--- src/rtl/qegt_pkg.sv ---
// Quadrature encoder gain tuner: shared types and constants.
// Used by the channel interfaces and the core; depends on nothing.
package qegt_pkg;

  localparam int EncBits     = 2;
  localparam int AxisBits    = 2;
  localparam int IndexBits   = 4;
  localparam int ValueBits   = 16;
  localparam int StepBits    = 8;
  localparam int CodeBits    = 4;
  localparam int HistBits    = 8;
  localparam int NumGains    = 9;
  localparam int TermsPerAxis = 3;
  localparam int GainEncoders = 3;
  localparam int NumAxes     = 3;
  localparam int CfgIdxBits  = 1;

  localparam logic [15:0]         VALID_MASK = 16'h6996;
  localparam logic [HistBits-1:0] HIST_DOWN  = 8'h2b;
  localparam logic [HistBits-1:0] HIST_UP    = 8'h17;

  localparam logic [EncBits-1:0]    ENC_COARSE      = 2'd2;
  localparam logic [CfgIdxBits-1:0] CFG_FINE_STEP   = 1'd0;
  localparam logic [CfgIdxBits-1:0] CFG_COARSE_STEP = 1'd1;

  typedef enum logic [1:0] {
    MOV_NONE = 2'd0,
    MOV_UP   = 2'd1,
    MOV_DOWN = 2'd2
  } movement_e;

  typedef struct packed {
    logic [EncBits-1:0]  encoder;
    logic                level_a;
    logic                level_b;
    logic [AxisBits-1:0] axis;
  } item_t;

  typedef struct packed {
    movement_e            movement;
    logic [IndexBits-1:0] gain_index;
    logic [ValueBits-1:0] gain_value;
  } result_t;

endpackage

--- src/rtl/qegt_if.sv ---
// Valid/ready channel interfaces for the encoder event and result items.
// Depends on qegt_pkg.
interface qegt_in_if;
  logic             valid;
  logic             ready;
  qegt_pkg::item_t  data;

  modport source (output valid, output data, input ready);
  modport sink   (input valid, input data, output ready);
endinterface

interface qegt_out_if;
  logic              valid;
  logic              ready;
  qegt_pkg::result_t data;

  modport source (output valid, output data, input ready);
  modport sink   (input valid, input data, output ready);
endinterface

--- src/rtl/quadrature_encoder_gain_tuner_core.sv ---
// Quadrature encoder gain tuner core: decoder state, gain table, result register.
// Depends on qegt_pkg and the interfaces in qegt_if.sv.
//
// Each item is a pin-A event from one encoder with its sampled A/B levels and
// the axis being tuned. The block decodes the encoder's transition history and,
// on a detent, steps one of nine gains (tenths, saturating at zero and at the
// top) and returns the new value; every item yields exactly one result item.
// From acceptance, an item is held in the input register, then decode and the
// saturating add settle into the result register. One item is accepted per
// cycle, limited only by the result side taking its items. The user must write
// step sizes through the cfg port only while idle; the block does not enforce it.
module quadrature_encoder_gain_tuner_core #(
  parameter int NUM_ENCODERS = 3,
  parameter int GAIN_BITS    = 16
) (
  input  logic                            clk_i,
  input  logic                            rst_ni,
  input  logic                            cfg_we_i,
  input  logic [qegt_pkg::CfgIdxBits-1:0] cfg_idx_i,
  input  logic [qegt_pkg::StepBits-1:0]   cfg_data_i,
  qegt_in_if.sink                         in_i,
  qegt_out_if.source                      out_o
);
  import qegt_pkg::*;

  localparam logic [GAIN_BITS:0] GainMax = {1'b0, {GAIN_BITS{1'b1}}};

  logic [StepBits-1:0]  fine_step_q, coarse_step_q;
  logic [CodeBits-1:0]  code_q [NUM_ENCODERS];
  logic [HistBits-1:0]  hist_q [NUM_ENCODERS];
  logic [GAIN_BITS-1:0] gain_q [NumGains];

  logic    in_vld_q, out_vld_q;
  item_t   in_q;
  result_t out_q, out_d;

  logic advance, fire, enc_ok, axis_ok, code_valid, up, down, detent;
  logic [CodeBits-1:0]  cur_code, new_code;
  logic [HistBits-1:0]  cur_hist, new_hist;
  logic [1:0]           term;
  logic [IndexBits-1:0] gidx;
  logic [GAIN_BITS-1:0] gain_rd, gain_new, step_ext;
  logic [GAIN_BITS:0]   gain_sum;
  logic [31:0]          gain_wide;

  assign advance  = !out_vld_q || out_o.ready;
  assign in_i.ready = !in_vld_q || advance;
  assign fire     = in_vld_q && advance;

  assign enc_ok  = (in_q.encoder < EncBits'(GainEncoders))
                && (int'(in_q.encoder) < NUM_ENCODERS);
  assign axis_ok = in_q.axis < AxisBits'(NumAxes);

  always_comb begin
    cur_code = '0;
    cur_hist = '0;
    for (int e = 0; e < NUM_ENCODERS; e++) begin
      if (int'(in_q.encoder) == e) begin
        cur_code = code_q[e];
        cur_hist = hist_q[e];
      end
    end
  end

  assign new_code   = {cur_code[1:0], in_q.level_a, in_q.level_b};
  assign code_valid = VALID_MASK[new_code];
  assign new_hist   = {cur_hist[3:0], new_code};
  assign up         = enc_ok && code_valid && (new_hist == HIST_UP);
  assign down       = enc_ok && code_valid && (new_hist == HIST_DOWN);
  assign detent     = up || down;

  assign term = 2'd2 - in_q.encoder;
  assign gidx = IndexBits'({in_q.axis, 1'b0}) + IndexBits'(in_q.axis) + IndexBits'(term);

  always_comb begin
    gain_rd = '0;
    for (int g = 0; g < NumGains; g++) begin
      if (gidx == IndexBits'(g)) gain_rd = gain_q[g];
    end
  end

  assign step_ext = GAIN_BITS'((in_q.encoder == ENC_COARSE) ? coarse_step_q : fine_step_q);
  assign gain_sum = {1'b0, gain_rd} + {1'b0, step_ext};

  always_comb begin
    if (up) begin
      gain_new = (gain_sum >= GainMax) ? GainMax[GAIN_BITS-1:0] : gain_sum[GAIN_BITS-1:0];
    end else if (gain_rd > step_ext) begin
      gain_new = gain_rd - step_ext;
    end else begin
      gain_new = '0;
    end
  end

  assign gain_wide = 32'(gain_new);

  always_comb begin
    out_d = '{movement: MOV_NONE, gain_index: '0, gain_value: '0};
    if (up)        out_d.movement = MOV_UP;
    else if (down) out_d.movement = MOV_DOWN;
    if (detent && axis_ok) begin
      out_d.gain_index = gidx;
      out_d.gain_value = gain_wide[ValueBits-1:0];
    end
  end

  always_ff @(posedge clk_i or negedge rst_ni) begin
    if (!rst_ni) begin
      fine_step_q   <= StepBits'(1);
      coarse_step_q <= StepBits'(5);
    end else if (cfg_we_i) begin
      unique case (cfg_idx_i)
        CFG_FINE_STEP:   fine_step_q   <= cfg_data_i;
        CFG_COARSE_STEP: coarse_step_q <= cfg_data_i;
        default: ;
      endcase
    end
  end

  always_ff @(posedge clk_i or negedge rst_ni) begin
    if (!rst_ni) begin
      in_vld_q <= 1'b0;
    end else if (in_i.ready) begin
      in_vld_q <= in_i.valid;
    end
  end

  always_ff @(posedge clk_i) begin
    if (in_i.ready && in_i.valid) in_q <= in_i.data;
  end

  always_ff @(posedge clk_i or negedge rst_ni) begin
    if (!rst_ni) begin
      for (int e = 0; e < NUM_ENCODERS; e++) begin
        code_q[e] <= '0;
        hist_q[e] <= '0;
      end
    end else if (fire && enc_ok) begin
      for (int e = 0; e < NUM_ENCODERS; e++) begin
        if (int'(in_q.encoder) == e) begin
          code_q[e] <= new_code;
          if (code_valid) hist_q[e] <= new_hist;
        end
      end
    end
  end

  always_ff @(posedge clk_i or negedge rst_ni) begin
    if (!rst_ni) begin
      for (int g = 0; g < NumGains; g++) gain_q[g] <= '0;
    end else if (fire && detent && axis_ok) begin
      for (int g = 0; g < NumGains; g++) begin
        if (gidx == IndexBits'(g)) gain_q[g] <= gain_new;
      end
    end
  end

  always_ff @(posedge clk_i or negedge rst_ni) begin
    if (!rst_ni) begin
      out_vld_q <= 1'b0;
    end else if (advance) begin
      out_vld_q <= in_vld_q;
    end
  end

  always_ff @(posedge clk_i) begin
    if (fire) out_q <= out_d;
  end

  assign out_o.valid = out_vld_q;
  assign out_o.data  = out_q;

`ifndef SYNTHESIS
  a_item_moves: assert property (@(posedge clk_i) disable iff (!rst_ni)
    fire |=> out_vld_q)
    else $error("item in input register not moved to result register");

  a_stall_blocks: assert property (@(posedge clk_i) disable iff (!rst_ni)
    (in_vld_q && out_vld_q && !out_o.ready) |-> !in_i.ready)
    else $error("input taken while both stages are full and stalled");

  a_no_detent_zero: assert property (@(posedge clk_i) disable iff (!rst_ni)
    (out_vld_q && out_q.movement == MOV_NONE) |->
      (out_q.gain_index == '0 && out_q.gain_value == '0))
    else $error("result without detent carries a gain");

  a_index_range: assert property (@(posedge clk_i) disable iff (!rst_ni)
    out_vld_q |-> (out_q.gain_index < IndexBits'(NumGains)))
    else $error("gain index out of range");

  a_bad_encoder: assert property (@(posedge clk_i) disable iff (!rst_ni)
    (in_vld_q && !enc_ok) |-> (!detent && !up && !down))
    else $error("detent on an encoder without a gain");
`endif

endmodule
--- src/flat_wrapper.sv ---
// flat-port wrapper written by rule: the top's interface ports become plain ports
module quadrature_encoder_gain_tuner_core_flat import qegt_pkg::*;
#(
  parameter int NUM_ENCODERS = 3,
  parameter int GAIN_BITS    = 16
)
  (clk_i, rst_ni, cfg_we_i, cfg_idx_i, cfg_data_i, in_i_valid, in_i_data, in_i_ready, out_o_valid, out_o_data, out_o_ready);
  qegt_in_if in_i_i ();
  qegt_out_if out_o_i ();
  input  logic clk_i;
  input  logic rst_ni;
  input  logic cfg_we_i;
  input  logic [qegt_pkg::CfgIdxBits-1:0] cfg_idx_i;
  input  logic [qegt_pkg::StepBits-1:0] cfg_data_i;
  input wire logic [$bits(in_i_i.valid)-1:0] in_i_valid;
  input wire logic [$bits(in_i_i.data)-1:0] in_i_data;
  output wire logic [$bits(in_i_i.ready)-1:0] in_i_ready;
  output wire logic [$bits(out_o_i.valid)-1:0] out_o_valid;
  output wire logic [$bits(out_o_i.data)-1:0] out_o_data;
  input wire logic [$bits(out_o_i.ready)-1:0] out_o_ready;
  assign in_i_i.valid = in_i_valid;
  assign in_i_i.data = in_i_data;
  assign in_i_ready = in_i_i.ready;
  assign out_o_valid = out_o_i.valid;
  assign out_o_data = out_o_i.data;
  assign out_o_i.ready = out_o_ready;
  quadrature_encoder_gain_tuner_core #(.NUM_ENCODERS(NUM_ENCODERS), .GAIN_BITS(GAIN_BITS)) u_core (.clk_i(clk_i), .rst_ni(rst_ni), .cfg_we_i(cfg_we_i), .cfg_idx_i(cfg_idx_i), .cfg_data_i(cfg_data_i), .in_i(in_i_i), .out_o(out_o_i));
endmodule
--- config.mk ---
export PLATFORM = sky130hd
export DESIGN_NAME = quadrature_encoder_gain_tuner_core_flat
export DESIGN_NICKNAME = d
export VERILOG_FILES = /design/src/rtl/qegt_pkg.sv /design/src/rtl/qegt_if.sv /design/src/rtl/quadrature_encoder_gain_tuner_core.sv /design/src/flat_wrapper.sv
export SDC_FILE = /design/constraint.sdc
export NUM_CORES = 1
export LEC_CHECK = 0
export BUFFER_PORTS_ARGS = -buffer_cell sky130_fd_sc_hd__buf_2
export CAP_MARGIN = 20
export CORE_ASPECT_RATIO = 1.4
export CORE_MARGIN = 5
export CORE_UTILIZATION = 45
export CTS_CLUSTER_SIZE = 40
export DETAILED_ROUTE_END_ITERATION = 8
export GPL_TIMING_DRIVEN = 1
export PLACE_DENSITY = 0.73
export SLEW_MARGIN = 10
export SYNTH_ARGS = -nofsm -noshare
export SYNTH_HDL_FRONTEND = slang
export SYNTH_SLANG_ARGS = --single-unit
--- constraint.sdc ---
create_clock -name clk_i -period 5.8 [get_ports clk_i]
set_clock_uncertainty 0.15 [all_clocks]
set_input_delay 0.29 -clock clk_i [delete_from_list [all_inputs] [get_ports clk_i]]
set_output_delay 0.29 -clock clk_i [all_outputs]
set_load 0.02 [all_outputs]
# Word-level counts from Yosys, hierarchy flattened
# Memories as Yosys holds them, arrays and structs flattened.
# Index checks and enable logic that the tools add are counted.
[classes]
reduce_logical = 34
add_sub_neg = 5
n_mux = 21
bitwise = 1
eq_ne = 13
magnitude_cmp = 6
[ops]
columns = ["operator", "count"]
rows = [
  ["two-way mux 16 bit", 12],
  ["AND reduction 2 bit", 14],
  ["adder 16 x 16 -> 17 bit", 1],
  ["greater-or-equal comparator 17 x 16 -> 1 bit (second input constant)", 1],
  ["equality test 4 x 3 -> 1 bit (second input constant)", 4],
  ["greater-than comparator 16 bit", 1],
  ["subtractor 16 bit", 1],
  ["two-way mux 4 bit", 3],
  ["logical AND 1 bit", 10],
  ["AND reduction 3 bit", 3],
  ["equality test 4 x 2 -> 1 bit (second input constant)", 2],
  ["equality test 8 x 5 -> 1 bit (second input constant)", 1],
  ["equality test 8 x 6 -> 1 bit (second input constant)", 1],
  ["two-way mux 2 bit", 4],
  ["two-way mux 8 bit", 1],
  ["equality test 2 bit (second input constant)", 3],
  ["less-than comparator 2 bit (second input constant)", 3],
  ["less-than comparator 4 x 5 -> 1 bit (second input constant)", 1],
  ["adder 3 x 2 -> 4 bit", 1],
  ["adder 4 x 2 -> 4 bit", 1],
  ["equality test 4 x 1 -> 1 bit (second input constant)", 1],
  ["equality test 4 bit (second input constant)", 1],
  ["zero test 4 bit", 1],
  ["logical OR 1 bit", 3],
  ["other kinds (5)", 6],
]
[word_totals]
mem_bits_ro = 16
input_bits = 20
word_cells = 107
out_inout_bits = 24
n_memories = 1
reg_bits = 208
[mem_list]
columns = ["name", "words", "width", "read_ports", "rd_clocked_by_memory_dff", "wr", "line", "source"]
rows = [
  ["(no name shown)", 16, 1, 1, 0, 0, "quadrature_encoder_gain_tuner_core.sv:66", "assign code_valid = VALID_MASK[new_code];"],
]

# Longest topological paths before layout
[logic_depth]
depth_word = 16
mapped_depth = 29

# Worst setup path before layout
# No wires, ideal clock.
[synth_timing]
path_type = "register to register"
start = "register u_core.in_q[4] (netlist name)"
end = "register u_core.out_q (netlist bit u_core.out_o.data[2]) (data pin)"
setup_ns = 0.266
period_less_slack_ns = 6.023
path_stages_with_launch = 24
path_slack_ns = -0.223
n_path_buf = 3
t_arrival_ns = 5.607
path_cell_list = "edfxtp_1 -> inv_1 -> ha_1 -> inv_1 -> fa_1 -> ha_1 -> fa_1 -> buf_2 -> inv_1 -> nand2_1 -> nor2_1 -> a222oi_1 -> a21oi_1 -> a221o_1 -> ha_1 -> or3_1 -> or3_1 -> a211oi_1 -> and3_1 -> buf_4 -> o31a_1 -> o21ba_2 -> buf_4 -> nor2_1"
[synth_between]
elab_chain_len = 16
word_cells_on_any_way = 50
[synth_rtl]
columns = ["item", "line", "source"]
rows = [
  ["from (decl)", "quadrature_encoder_gain_tuner_core.sv:34", "item_t in_q;"],
  ["from (signal assigned)", "quadrature_encoder_gain_tuner_core.sv:129", "if (in_i.ready && in_i.valid) in_q <= in_i.data;"],
  ["subtractor 2 bit (*)", "quadrature_encoder_gain_tuner_core.sv:72", "assign term = 2'd2 - in_q.encoder;"],
  ["adder 4 x 2 -> 4 bit (*)", "quadrature_encoder_gain_tuner_core.sv:73", "assign gidx = IndexBits'({in_q.axis, 1'b0}) + IndexBits'(in_q.axis) + IndexBits'(term);"],
  ["via u_core.gidx[2]", "quadrature_encoder_gain_tuner_core.sv:41", "logic [IndexBits-1:0] gidx;"],
  ["zero test 4 bit", "quadrature_encoder_gain_tuner_core.sv:78", "if (gidx == IndexBits'(g)) gain_rd = gain_q[g];"],
  ["two-way mux 16 bit (8 in series)", "quadrature_encoder_gain_tuner_core.sv:78", ""],
  ["two-way mux 16 bit (*)", "quadrature_encoder_gain_tuner_core.sv:78", ""],
  ["adder 16 x 16 -> 17 bit", "quadrature_encoder_gain_tuner_core.sv:83", "assign gain_sum = {1'b0, gain_rd} + {1'b0, step_ext};"],
  ["greater-or-equal comparator 17 x 16 -> 1 bit", "quadrature_encoder_gain_tuner_core.sv:87", "gain_new = (gain_sum >= GainMax) ? GainMax[GAIN_BITS-1:0] : gain_sum[GAIN_BITS-1:0];"],
  ["two-way mux 16 bit", "quadrature_encoder_gain_tuner_core.sv:87", ""],
  ["two-way mux 16 bit (*)", "quadrature_encoder_gain_tuner_core.sv:86", "if (up) begin"],
  ["to (signal assigned)", "quadrature_encoder_gain_tuner_core.sv:167", "if (fire) out_q <= out_d;"],
  ["to (decl)", "quadrature_encoder_gain_tuner_core.sv:35", "result_t out_q, out_d;"],
]
# Mark *: on every way through the listed nets, which the timed path passes. The rest lies on a longest branch. The select of a mux whose other input is x is not followed.
# A chain may end at the register's enable or synchronous reset.

# Final worst setup path
[layout_timing]
start = "register u_core.in_q[5] (netlist name)"
end = "register u_core.out_q (netlist bit u_core.out_o.data[15]) (data pin)"
# Same word-level chain as after synthesis.

==> results.toml <==
[global_route]
antenna_found_initial = 0
grt_pass1_vias = 9398
grt_start_max_net_pins = 91
grt_use_total_pct = 22.6
grt_pass1_wl_um = 49900
grt_overflow = 0

[synth]
synth_seq_cells = 208
synth_top_family_by_area = "compound AO/OA/AOI/OAI gates"
synthAdderAreaFrac_pct = 3.41
synth.area.top_cells = "dfrtp_1, edfxtp_1, a21oi_1, nor2_1, mux2_2"
synth_compound_area_share_pct = 19.8
synth_edf_count = 28
avgSynthCellArea_sq_um = 9.91
synth_cell_types = 88
synth_area_leader_cell = "dfrtp_1"
ys.flop_type = "dfrtp_1"
synth_xor_area_share_pct = 0.695
syn_inst = 1089
synthMuxAreaShare_pct = 6.54
yosys.area_share.simple_pct = 16.5
yosys.area.top_type_share_pct = 41.0
ys.warnings.count = 0
syn_area_sq_um = 10800
ys_seq_area_share_pct = 49.5
synth_most_common_cell = "dfrtp_1"
syn_nets = 1136
synth_common_cells = "dfrtp_1, nor2_1, a21oi_1"
async_reset_ff_share_pct = 86.5

[detailed_routing]
drtIter0Drc = 597
vias = 9287
wl_met3_um = 1780
wl_met1_um = 12100
wl_per_cell_um = 20.3
wl_met2_um = 16700
detail-route-antenna-nets = 0
drt-total-wl_um = 32000
topRoutingLayerUsed = "met4"
viasPerCell = 5.88
detail_route.first_pass.iterations = 6
drc = 0

[cts]
cts_tree = "done"
clkTransAtPathRegs_ns = 0.06
htree_levels = 1
clock-sinks = 208
clockRootBuffer = "clkbuf_16"
numCtsBuffers = 21
ctsLongestPathBuffers = 3
clock_latency_ns = 0.52

[pwr]
power_mw = 5.53
power.leakage_nw = 6.07
power_density_nw_per_um2 = 404
ir_drop_mv = 0.286

[timing]
rsz0062_at_grt = "true"
max_slew_margin_pct = 31.0
final_max_slew_viol_count = 0
tns_ns = 0
period_minus_slack_ns = 5.80
finalCritPeriodShare_pct = 99.9
final-setup-viol-count = 0
tightestPinTransition_ns = 1.03
final-hold-violation-count = 0
fmax_ghz = 0.173
finalWorstSetupSlack_ns = 0.00338

[placement]
place_inst = 1502
dpl.hpwl_um = 22000
dp_slack_ns = -0.382
numPortBuffers = 43
gp_congestion = 0.974

[final_layout]
antenna_cells = 0
drive_gt1_share_pct = 29.6
layout.nets = 1303
seq_area_sq_um = 5350
multi_input_area_sq_um = 5460
fin_cells = 1580
post-route-util_pct = 57.5
syn_to_final_growth_pct = 26.9
fill_cells = 1952

[worst_setup_path]
start_kind = "flip-flop"
cp_max_fo = 4
arrival_ns = 5.86
crit_path_max_incr_delay_ns = 0.61
end_kind = "flip-flop"
critPathRequiredTime_ns = 5.86
crit_path_top_delay_cell = "fa_2"
crit_top_cell = "buf_4"
criticalPathCategory = "reg -> reg"

[die]
die_x_um = 141
die-area_sq_um = 27200
io_pins = 44
row_count = 67
fp.dieH_um = 193
start_util_pct = 45.3
core_area_sq_um = 23800

[hold_path]
hold_class = "in -> reg"

[outcome]
status = "complete, no violations"

[flow_run]
drv_cap = 0
-- report_power, final --
group | internal, mW | switching, mW | leakage (nW)
Combinational | 1.13 | 1.35 | 3.01
Sequential | 1.59 | 0.0573 | 2.71
Clock | 0.817 | 0.584 | 0.349
-- registers in the layout, summed over array words and instances (netlist names) --
signal	cells
u_core.code_q	6
u_core.out_o.data	22
u_core.out_o.valid	1
u_core.in_q	6
u_core.in_vld_q	1
u_core.coarse_step_q	8
u_core.gain_q	144
u_core.fine_step_q	8
u_core.hist_q	12
-- worst paths after layout --
kind                                    endpoint         startpoint  slack (ns)  cells past startpoint
min reg2reg                    u_core.gain_q[81]  u_core.gain_q[81]        0.33                      2
max reg2reg                u_core.out_o.data[15]     u_core.in_q[5]       0.003                     29
max                        u_core.out_o.data[15]     u_core.in_q[5]       0.003                     29
min in group asynchronous     u_core.gain_q[120]             rst_ni        0.25                      2
max in group asynchronous      u_core.gain_q[22]             rst_ni        4.05                      3
min                        u_core.fine_step_q[3]          cfg_idx_i        0.18                      3
-- area by class of cell --
type                            count  area share, %
Clock buffer                       31           4.70
Sequential cell                   208           39.0
Inverter                           24          0.658
Multi-Input combinational cell    797           39.8
Timing Repair Buffer              204           12.4
Clock inverter                      6          0.502
Tap cell                          310           2.83
-- metal layers --
metal  global-route usage, %  up-vias
met5                       0        -
met4                    10.4        0
met3                    3.11      102
met2                    40.6      357
met1                    26.6     4576
li1                        -     4252
-- layout by cell type, fill, tap and decap left out, types with 24 or more instances in the layout --
| master | count |
|---|---|
| dfrtp_1 | 177 |
| nor2_1 | 149 |
| a21oi_1 | 124 |
| buf_4 | 116 |
| nand2_1 | 84 |
| mux2_2 | 46 |
| buf_2 | 42 |
| o21ai_0 | 39 |
| edfxtp_1 | 28 |
| o21ai_1 | 24 |
-- logic make-up (layout without fill, tap and decap cells) --
family	after synthesis	in the layout
compound gates	335	335
xor+xnor	7	7
fa+ha+maj	27	27
buf+inv	84	265
flops	208	208
mux	61	61
simple gates	367	367
-- stage by stage --
| stage | cell area [sq um] | hold WS, ns |
|---|---|---|
| after floorplan | 10800 | -0.156 |
| after global placement | 12100 | 0.273 |
| after detailed placement | 12100 | 0.282 |
| after CTS | 13200 | 0.176 |
| after global routing | 13700 | 0.207 |
| final | 13700 | 0.180 |
-- repair_timing --
action	CTS	global route
cloned	0	5
hold endpoints to repair	109	0
setup buffers	6	13
setup endpoints to repair	159	160
hold buffers	18	0
resized for setup	20	101
pin swaps	12	25
-- critical path, delay by kind of cell, from the launching register on --
family | cells | cell delay, ns
adder cells (fa/ha/maj) | 6 | 2.17
buffers and inverters | 7 | 0.81
AO/OA/AOI/OAI | 10 | 1.28
multiplexers | 1 | 0.21
flip-flops | 1 | 0.37
AND/OR/NAND/NOR | 5 | 0.51
(Power assumes the default switching activity.)
